`src/imu_cal_sat.sv`:
```
// Signed saturation from IW to OW bits, or sign extension when OW is not narrower.
module imu_cal_sat #(
  parameter int IW = 20,
  parameter int OW = 16
) (
  input  logic signed [IW-1:0] d,
  output logic signed [OW-1:0] q,
  output logic                 hit
);

  generate
    if (IW > OW) begin : g_clamp
      always_comb begin
        hit = (d[IW-1:OW-1] != {(IW-OW+1){d[IW-1]}});
        if (hit) begin
          q = {d[IW-1], {(OW-1){~d[IW-1]}}};
        end else begin
          q = d[OW-1:0];
        end
      end
    end else begin : g_ext
      assign q   = OW'(d);
      assign hit = 1'b0;
    end
  endgenerate

endmodule

```
`config.mk`:
```
export PLATFORM = sky130hd
export DESIGN_NAME = imu_cal_sat
export DESIGN_NICKNAME = d
export VERILOG_FILES = /design/src/imu_cal_sat.sv
export SDC_FILE = /design/constraint.sdc
export NUM_CORES = 1
export LEC_CHECK = 0
export ABC_AREA = 1
export ABC_CLOCK_PERIOD_IN_PS = 1250
export BUFFER_PORTS_ARGS = -buffer_cell sky130_fd_sc_hd__buf_4
export CAP_MARGIN = 15
export CORE_AREA = 5 5 42 44
export DETAILED_ROUTE_END_ITERATION = 6
export DIE_AREA = 0 0 47 49
export GPL_TIMING_DRIVEN = 0
export PLACE_DENSITY = 0.56
export SLEW_MARGIN = 15
export SYNTH_ARGS = -nofsm -noshare
export SYNTH_HDL_FRONTEND = slang
export SYNTH_SLANG_ARGS = --single-unit
```
`constraint.sdc`:
```
create_clock -name vclk -period 1.25
set_clock_uncertainty 0.15 [all_clocks]
set_input_delay 0.25 -clock vclk [all_inputs]
set_output_delay 0.25 -clock vclk [all_outputs]
set_load 0.01 [all_outputs]
```
# Word level (Yosys, flattened, before mapping)
# Index checks and enable logic that the tools add are counted.
# W data, S select, Z words.
# totals
output_inout_bits,17
ff_bits,0
inputBits,20
# classes
n_mux,1
n_bitwise,1
eq_ne,1
# op_table
cell,n
$mux W16,1
$ne A4 B4 Y1,1
$not A1 Y1,1

# Depth between registers and ports, before layout
# logic_depth
word_depth,2
depth_mapped,7

# Worst setup path before layout
# Ideal clock, no wire load.
# synth_timing
path_type,input to output
from,input port d[17]
to,output port q[10]
path_stages,6
required_time_ns,0.850
path_buffers,1
t_arrival_ns,0.862
slack_ns,-0.012
path_cell_list,nor2_1 -> nand3_2 -> nand2_4 -> buf_12 -> nand2_1 -> nand2_1
# synth_between
elab_chain_cells,2
# synth_lines
element,line,text
start: declaration,6,"input logic signed [IW-1:0] d,"
$ne A4 B4 Y1,14,hit = (d[IW-1:OW-1] != {(IW-OW+1){d[IW-1]}});
$mux W16,15,if (hit) begin
end: declaration,7,"output logic signed [OW-1:0] q,"
# No other way between the ends.

# Worst setup path after layout
# layout_timing
from,input port d[17]
to,output port q[4]
# The elaborated chain is that of the path after synthesis.

==> flow_metrics.tcl <==
set metrics [dict create \
    gp_congestion 0.6450 \
    layout_min_cycle_time_ns 1.481 \
    drtAntennaViolNets 0 \
    dr.pass1.iters 1 \
    slew-limit-headroom_pct 91.69 \
    cp.required_ns 0.85 \
    numPortBuffers 37 \
    synth_cells 46 \
    first_global_vias 462 \
    hold_viol 0 \
    core_region_area_sq_um 1401 \
    area_growth_pct 259.4 \
    rows 14 \
    post-synth-top-area-cell "nand2_1" \
    vdd_drop_max_mv 0.1572 \
    drt_iter0_markers 0 \
    violations "setup timing" \
    syn-cell-area_sq_um 234.0 \
    rsz0062_at_grt "yes" \
    synth-compound-area-share_pct 0 \
    status "complete, but fails checks" \
    dp_slack_ns -0.2504 \
    worstSetupPathType "in2out" \
    grt-ovfl-total 0 \
    gr-usage-met3_pct 2.214 \
    grt_util_all_layers_pct 10.25 \
    grt_pass1_wl_um 1863 \
    synth_cell_types 11 \
    synth_fa_ha_area_share_pct 0 \
    synthMuxAreaShare_pct 0 \
    grt-busiest-layer "met2" \
    num_vias 430 \
    power_w 0.0002846 \
    final.setup.worst_slack_ns -0.2307 \
    synth_nets 66 \
    pin_count 37 \
    die_w_um 47 \
    synthSimpleGateAreaFrac_pct 78.61 \
    post_dp_cell_area_sq_um 536.8 \
    worst_setup_path_end_kind "primary output" \
    synth_top_family_by_area "simple AND/OR/NAND/NOR gates" \
    synth_xor_area_share_pct 0 \
    synth_seq_area_share_pct 0 \
    wl_per_cell_um 10.46 \
    utilization_pct 60.00 \
    max_freq_mhz 675.4 \
    start_util_pct 16.70 \
    p_per_area_nw_per_um2 338.5 \
    cp.arrival_ns 1.08 \
    die-area_sq_um 2303 \
    p_leak_nw 0.4398 \
    tightest_slew_ns 0.1246 \
    hold_class "in2out" \
    cp-start-kind "input pin" \
    routed_wl_um 1098 \
    grt_max_degree 11 \
    use_met1_pct 10.22 \
    nClkBuffers 0 \
    syn_area_per_cell_sq_um 5.086 \
    layout-drive-gt1-share_pct 92.13 \
    n_antenna_cell 0 \
    fin_crit_sh_pct 118.5 \
    finalSetupViolations 16 \
    nNetsFinal 111 \
    synth_warnings 0 \
    gr-usage-met2_pct 21.04 \
    dp_hpwl_um 759.1 \
    final_max_slew_viol_count 0 \
    via_per_inst 4.095 \
    post-synth-top-area-fraction_pct 48.13 \
    antenna_found_initial 0 \
    drc 0 \
    die_h_um 49 \
    final_cell_area_sq_um 840.8 \
    hold_buffers 0 \
    drv_cap 0 \
    critPathMaxFanout 4 \
    seq_cell_count 0 \
    synth_area_leaders "nand2_1 (48%), buf_12 (8.6%), nand2_2 (8.0%)" \
    seqCellArea_sq_um 0 \
]
-- power breakdown --
part           internal, W  switching (W)  leakage (nW)
registers                0              0             0
logic             0.000169       0.000116         0.440
clock network            0              0             0
-- placed cells by master, fill, tap and decap left out --
| cell | instances |
|---|---|
| nand2_2 | 23 |
| buf_12 | 3 |
| clkbuf_1 | 1 |
| buf_4 | 17 |
| nand2_1 | 4 |
| buf_8 | 2 |
| nor2_4 | 3 |
| buf_6 | 22 |
| nand2_4 | 7 |
| nand3_4 | 2 |
| inv_2 | 1 |
| inv_4 | 1 |
| buf_16 | 1 |
| inv_1 | 2 |
-- cell families after synthesis --
kind of cell,Yosys count
buffers and inverters,7
and+or+nand+nor,39
-- Yosys cell counts --
cell type / instances
buf_6: 1
nand2_4: 1
nand2_2: 3
nor2_2: 1
nand2_1: 30
nand3_4: 1
clkbuf_1: 1
inv_1: 4
buf_12: 1
nand3_2: 1
nor2_1: 2
-- routing by layer --
layer | vias to the layer above | part of all wire, %
li1 | 223 | -
met1 | 183 | 33
met2 | 24 | 56
met3 | 0 | 12
met4 | 0 | 0
met5 | - | 0
-- through the flow --
stage,setup TNS [ns],std cells,hold WS [ns]
2_1_floorplan,0,46,0.4515
3_5_place_dp,-3.199,99,0.6186
6_report,-3.505,105,0.6137
4_1_cts,-3.553,105,0.6177
5_1_grt,-4.231,105,0.6253
3_3_place_gp,-3.193,99,0.6168
-- area by class of cell --
| cell class | count | area, sq um |
|---|---|---|
| buffer | 3 | 35.03 |
| timing repair buffer | 43 | 461.7 |
| tap | 16 | 20.02 |
| fill | 121 | 560.5 |
| inverter | 4 | 17.52 |
| multi-input combinational | 39 | 306.5 |
-- worst paths after layout --
path	from	to	slack (ns)	cells past startpoint
max	d[17]	q[4]	-0.23	10
min	d[6]	q[6]	0.61	4
-- worst max-delay path: stages --
cell and delay [ns]:
buf_6 0.11, nand2_4 0.07, nor2_4 0.04, nand2_4 0.08, nand2_4 0.07, buf_12 0.13
buf_12 0.12, nand2_2 0.05, nand2_2 0.05, buf_6 0.12
-- timing repair --
action / 4_1_cts / 5_1_grt
setup buffers: 5 / 0
resized for setup: 48 / 17
setup endpoints to repair: 16 / 16
gates cloned: 1 / 0
pin swaps: 8 / 5
Note: power is estimated with default switching activity, not from simulation.
