==> src/imu_cal_pkg.sv <==
// Shared types and constants of the IMU sample calibration block.
package imu_cal_pkg;

  typedef enum logic {
    OP_LOAD    = 1'b0,
    OP_CORRECT = 1'b1
  } opcode_t;

  localparam int IDX_W     = 6;
  localparam int N_COEF    = 33;
  localparam int SLOT_AINV = 0;
  localparam int SLOT_BA   = 9;
  localparam int SLOT_GINV = 12;
  localparam int SLOT_BG   = 21;
  localparam int SLOT_TS   = 24;

  // Matrices are Q3.14; 1.0 needs 16 signed bits.
  localparam int Q_FRAC  = 14;
  localparam int Q_ONE   = 16384;
  localparam int Q_HALF  = 8192;
  localparam int Q_ONE_W = 16;

  // Vector operands into the multipliers are held to 31 signed bits.
  localparam int GUARD_W = 31;

endpackage

==> src/imu_cal_row.sv <==
// One matrix row lane: three products, then sum and round half up to an integer.
module imu_cal_row #(
  parameter int  CW = 18,
  parameter int  VW = 17,
  localparam int RW = CW + VW + 2 - imu_cal_pkg::Q_FRAC
) (
  input  logic                 clk,
  input  logic signed [CW-1:0] coef [3],
  input  logic signed [VW-1:0] vec  [3],
  output logic signed [RW-1:0] sum_o
);

  localparam int PW   = CW + VW;
  localparam int SUMW = PW + 2;

  logic signed [PW-1:0]   prod_r [3];
  logic signed [SUMW-1:0] sum;
  logic signed [RW-1:0]   sum_r;

  always_ff @(posedge clk) begin
    for (int k = 0; k < 3; k++) begin
      prod_r[k] <= PW'(coef[k]) * PW'(vec[k]);
    end
    sum_r <= sum[SUMW-1:imu_cal_pkg::Q_FRAC];
  end

  assign sum = SUMW'(prod_r[0]) + SUMW'(prod_r[1]) + SUMW'(prod_r[2])
             + SUMW'(imu_cal_pkg::Q_HALF);

  assign sum_o = sum_r;

endmodule

==> config.mk <==
export PLATFORM = sky130hd
export DESIGN_NAME = imu_cal_row
export DESIGN_NICKNAME = d
export VERILOG_FILES = /design/src/imu_cal_pkg.sv /design/src/imu_cal_row.sv
export SDC_FILE = /design/constraint.sdc
export NUM_CORES = 2
export LEC_CHECK = 0
export BUFFER_PORTS_ARGS = -buffer_cell sky130_fd_sc_hd__clkbuf_2
export CAP_MARGIN = 25
export CORE_ASPECT_RATIO = 0.9
export CORE_UTILIZATION = 42
export CTS_CLUSTER_SIZE = 28
export DETAILED_ROUTE_END_ITERATION = 16
export PLACE_DENSITY = 0.56
export RECOVER_POWER = 25
export SLEW_MARGIN = 20
export SYNTH_ARGS = -nofsm -noshare
export SYNTH_HDL_FRONTEND = slang
export SYNTH_SLANG_ARGS = --single-unit
==> constraint.sdc <==
create_clock -name clk -period 5.65 [get_ports clk]
set_input_delay 0.2825 -clock clk [delete_from_list [all_inputs] [get_ports clk]]
set_output_delay 0.2825 -clock clk [all_outputs]
set_load 0.03 [all_outputs]
# Word-level counts from Yosys, hierarchy flattened
# Memory sizes are Yosys's and may differ from the RTL's.
# Index checks and enable logic that the tools add are counted.
# W data, S select, Z words.
[totals]
regBits = 23
latchBits = 0
ramBits = 105
mem_bits_ro = 0
inputBits = 106
elab_cells = 8
memories = 1
[classes]
n_addsub = 3
mul = 3
n_div = 0
n_lt_le_gt_ge = 0
eq_ne = 0
shift = 0
n_mux = 0
bitwise = 0
reduce_logical = 0
[mem_list]
columns = ["name", "words", "width", "rd", "rd_ports_with_merged_regs", "wr", "line", "source"]
rows = [
  ["prod_r", 3, 35, 3, 0, 3, "imu_cal_row.sv:16", "logic signed [PW-1:0] prod_r [3];"],
]
[op_table]
columns = ["cell", "count"]
rows = [
  ["$mul A18 B17 Y35", 3],
  ["$add A36 B35 Y37", 1],
  ["$add A37 B15 Y37 const B", 1],
  ["$add A35 B35 Y36", 1],
]

# Depth between registers and ports, before layout
[depth]
ltp_word = 3
ltp_mapped = 25
depth_no_buf = 23

# Worst setup path before layout
# Ideal clock, no wire load.
[synth_timing]
path_type = "input to register"
start = "input port vec[8] (netlist name)"
end = "memory prod_r[0][101] (netlist name)"
arrival_ps = 5943
t_required_ps = 5578
setup_slack_ps = -365
cell_stages = 23
path_cell_list = "clkbuf_1 > clkbuf_1 > nand2_1 > fa_1 > inv_1 > fa_1 > fa_1 > fa_1 > fa_1 > inv_1 > fa_1 > inv_1 > ha_1 > buf_2 > a2111oi_2 > o21ai_1 > o2111ai_1 > nand2_1 > a31o_1 > o31a_1 > a211o_1 > a21oi_1 > xnor2_1"
[synth_lines]
columns = ["element", "line", "source"]
rows = [
  ["from (decl)", "imu_cal_row.sv:9", "input logic signed [VW-1:0] vec [3],"],
  ["to (decl)", "imu_cal_row.sv:16", ""],
]

==> impl_metrics.prom <==
# TYPE chip_impl_metric gauge
chip_impl_metric{name="finalWorstPathRequiredPeriod",unit="ps"} 5512
chip_impl_metric{name="final.fill_count",unit=""} 8730
chip_impl_info{name="crit_type",value="in -> reg"} 1
chip_impl_metric{name="grt_max_degree",unit=""} 19
chip_impl_metric{name="clk-insertion-delay-late",unit="ps"} 430
chip_impl_info{name="most_frequent_standard_cell_in_the_layout_excluding_fill_and_tap_cells",value="sky130_fd_sc_hd__inv_1"} 1
chip_impl_info{name="dominantRegCellSynth",value="sky130_fd_sc_hd__dfxtp_1"} 1
chip_impl_metric{name="synth-edff-count",unit=""} 0
chip_impl_metric{name="use_met1",unit="%"} 32.43
chip_impl_metric{name="cts-hold-fix-buffers",unit=""} 0
chip_impl_metric{name="grtUsageMet2",unit="%"} 32.06
chip_impl_metric{name="clkTransAtPathRegs",unit="ps"} 60
chip_impl_info{name="grt-busiest-layer",value="met1"} 1
chip_impl_metric{name="syn_avg_cell_area",unit="sq um"} 9.553
chip_impl_metric{name="final.setup_skew",unit="ps"} 15.50
chip_impl_metric{name="max_slew.worst_pin.slew",unit="ps"} 521.3
chip_impl_metric{name="num_antenna_cells",unit=""} 0
chip_impl_metric{name="synth_fp_nets",unit=""} 5473
chip_impl_info{name="dominant_cells_by_area_after_synthesis",value="sky130_fd_sc_hd__fa_1 50%, sky130_fd_sc_hd__ha_1 11%, sky130_fd_sc_hd__inv_1 9.3%"} 1
chip_impl_metric{name="clock_tree.htree_level_count",unit=""} 4
chip_impl_metric{name="route.antenna.remaining_nets",unit=""} 0
chip_impl_metric{name="die_area",unit="sq um"} 93820
chip_impl_metric{name="cts_num_sinks",unit=""} 128
chip_impl_metric{name="data_required_time_at_the_worst_endpoint",unit="ps"} 5960
chip_impl_info{name="synthDominantAreaCellType",value="sky130_fd_sc_hd__fa_1"} 1
chip_impl_metric{name="drt_pass1_iterations",unit=""} 5
chip_impl_metric{name="layout-area-overhead-vs-synth",unit="%"} 18.24
chip_impl_metric{name="grt_antenna_before_repair",unit=""} 4
chip_impl_metric{name="groute.usage.overall",unit="%"} 20.96
chip_impl_info{name="critical-path-slowest-cell",value="sky130_fd_sc_hd__fa_2"} 1
chip_impl_metric{name="port_buffers",unit=""} 128
chip_impl_metric{name="met3_usage",unit="%"} 2.606
chip_impl_metric{name="synth_largest_type_area_fraction",unit="%"} 49.78
chip_impl_metric{name="placement.cell_area",unit="sq um"} 44760
chip_impl_metric{name="dr_total_vias",unit=""} 27380
chip_impl_metric{name="finalWirelength",unit="mm"} 91.11
chip_impl_metric{name="timing.final.hold_violations",unit=""} 0
chip_impl_info{name="cp-start-kind",value="primary input"} 1
chip_impl_metric{name="drt-vias-per-instance",unit=""} 4.686
chip_impl_metric{name="post_synthesis_sequential_element_count",unit=""} 128
chip_impl_metric{name="critPathArrivalTime",unit="ps"} 5820
chip_impl_metric{name="post_synth_instance_area",unit="sq um"} 38890
chip_impl_metric{name="routed_wire_length_per_instance",unit="microns"} 15.59
chip_impl_info{name="layout.cells.most_common_list",value="949 x sky130_fd_sc_hd__inv_1, 944 x sky130_fd_sc_hd__fa_1, 478 x sky130_fd_sc_hd__buf_4, 452 x sky130_fd_sc_hd__and2_1, 439 x sky130_fd_sc_hd__nand2_1"} 1
chip_impl_info{name="cp_cell_sequence",value="clkbuf_4 -> and2_4 -> fa_1 -> inv_2 -> fa_1 -> fa_2 -> inv_2 -> fa_2 -> fa_1 -> inv_2 -> fa_1 -> inv_2 -> ha_4 -> a21o_1 -> a21o_1 -> a21o_1 -> a21o_1 -> a221oi_4 -> o21ai_4 -> a21oi_2 -> a31oi_1 -> o311a_1"} 1
chip_impl_metric{name="cts_inserted_buffers",unit=""} 17
chip_impl_info{name="element_type_at_the_critical_path_end",value="register"} 1
chip_impl_metric{name="hpwlAfterDp",unit="mm"} 82.93
chip_impl_metric{name="boundaryPins",unit=""} 129
chip_impl_metric{name="drcViolationCount",unit=""} 0
chip_impl_info{name="hp-class",value="in -> reg"} 1
chip_impl_metric{name="finalMaxSlewViolations",unit=""} 0
chip_impl_metric{name="first_iter_violations",unit=""} 1285
chip_impl_metric{name="max_clock_freq",unit="MHz"} 181.4
chip_impl_metric{name="rows",unit=""} 105
chip_impl_metric{name="gp_congestion",unit=""} 0.8578
chip_impl_info{name="unrepaired_setup_endpoints_after_global_routing",value="yes"} 1
chip_impl_info{name="status",value="completed"} 1
chip_impl_metric{name="critical_path.max_stage_delay",unit="ps"} 580
chip_impl_metric{name="drive_gt1_share",unit="%"} 16.28
chip_impl_metric{name="die_width",unit="microns"} 322.8
chip_impl_metric{name="path_buf_inv",unit=""} 5
chip_impl_metric{name="coreArea",unit="sq um"} 91440
chip_impl_metric{name="finalNetCount",unit=""} 6002
chip_impl_metric{name="number_of_maximum_capacitance_constraint_violations",unit=""} 0
chip_impl_metric{name="worst-path-max-fanout",unit=""} 10
chip_impl_info{name="critical_path.top_delay_family",value="adder cells"} 1
chip_impl_metric{name="max-clock-path-buffers",unit=""} 2
chip_impl_metric{name="synth_seq_area_share",unit="%"} 6.589
chip_impl_metric{name="vias_in_the_first_global_route",unit=""} 29900
chip_impl_metric{name="setup_violations",unit=""} 0
chip_impl_metric{name="die_h",unit="microns"} 290.7
chip_impl_metric{name="grt_first_pass_wirelength",unit="mm"} 157.5
chip_impl_metric{name="global_route.overflow_total",unit=""} 0
chip_impl_metric{name="ys_types",unit=""} 68
chip_impl_info{name="cts-root-buf",value="sky130_fd_sc_hd__clkbuf_16"} 1
chip_impl_metric{name="synth_async_sr_flop_share",unit="%"} 0
chip_impl_metric{name="relSlewSlack",unit="%"} 65.40
chip_impl_metric{name="floorplan.initialDensity",unit="%"} 42.53
chip_impl_metric{name="timing.final.crit_share",unit="%"} 97.55
chip_impl_metric{name="postLayoutCellArea",unit="sq um"} 45980
chip_impl_info{name="tritoncts",value="done"} 1
chip_impl_metric{name="yosysWarningCount",unit=""} 0
chip_impl_metric{name="synthesis.instances",unit=""} 4071
-- sequential cells by signal, summed over array words and instances (netlist names) --
signal / count
sum_o: 23
prod_r: 105
-- logic make-up (layout without fill, tap and decap cells) --
kind of cell | after synthesis | after routing | synth area share (%)
AOI/OAI and AO/OA | 306 | 306 | 5.144
xor gates and xnor gates | 128 | 128 | 2.883
adders and majority gates | 1296 | 1296 | 60.36
buffers and inverters | 1090 | 1632 | 10.52
DFF | 128 | 128 | 6.589
and+or+nand+nor | 1123 | 1123 | 14.50
-- final cells by class --
cell class,count,area [sq um],share of cell area (%)
well taps,1230,1539,3.347
flip-flops and latches,128,2562,5.572
multi-input cells,2853,32720,71.16
clock inverters,12,177.7,0.3864
inverters,963,3618,7.869
repair buffers,637,4907,10.67
clock buffers,20,456.7,0.9931
-- what timing repair did --
action	4_1_cts	5_1_grt
setup buffers	3	11
pin swaps	15	90
setup endpoints to repair	4	26
resized for setup	34	158
-- metrics by stage --
step,hold WS [ps],TNS (ps),utilization (%),instances,worst slack [ps]
final,359.3,0,50.29,5843,138.3
after global routing,363.4,-91.85,50.29,5843,-42.49
after CTS,343.7,0,49.80,5833,3.154
after detailed placement,726.7,-11190,48.95,5799,-519.8
after global placement,726.7,-9597,48.95,5799,-460.5
after floorplan,404.2,-58.27,-,4071,-45.47
-- path summary, 6_finish.rpt --
check | cells past startpoint | startpoint | slack, ps | to
max reg2reg | 12 | prod_r[0][12] | 1970 | sum_o[13]
min reg2reg | 4 | prod_r[0][89] | 910 | sum_o[5]
max | 22 | coef[31] | 140 | prod_r[0][69]
min | 3 | coef[18] | 360 | prod_r[0][35]
-- worst min-delay path, cell delays in order --
cell                       delay (ps)
sky130_fd_sc_hd__clkbuf_2         100
sky130_fd_sc_hd__buf_4            190
sky130_fd_sc_hd__and2_1           150
-- metal layers --
layer	vias up	routed length, microns
li1	13050	-
met1	13890	46730
met2	394	39920
met3	40	3559
met4	4	871
met5	-	23
-- synth_stat cells, types with 19 or more instances --
cell,number
sky130_fd_sc_hd__o21bai_1,21
sky130_fd_sc_hd__nand2b_1,22
sky130_fd_sc_hd__a21oi_1,101
sky130_fd_sc_hd__xor2_1,27
sky130_fd_sc_hd__and2_1,464
sky130_fd_sc_hd__inv_1,963
sky130_fd_sc_hd__dfxtp_1,128
sky130_fd_sc_hd__a21o_1,44
sky130_fd_sc_hd__fa_1,967
sky130_fd_sc_hd__clkbuf_1,122
sky130_fd_sc_hd__nor2_1,104
sky130_fd_sc_hd__ha_1,329
sky130_fd_sc_hd__xnor2_1,101
sky130_fd_sc_hd__nor3_1,20
sky130_fd_sc_hd__o21ai_0,37
sky130_fd_sc_hd__nand3_1,19
sky130_fd_sc_hd__nand2_1,445
sky130_fd_sc_hd__o21a_1,20
Power is left out: the tool's default activity adds up to more than one toggle a clock period on the data nets, which glitch-free logic cannot reach.
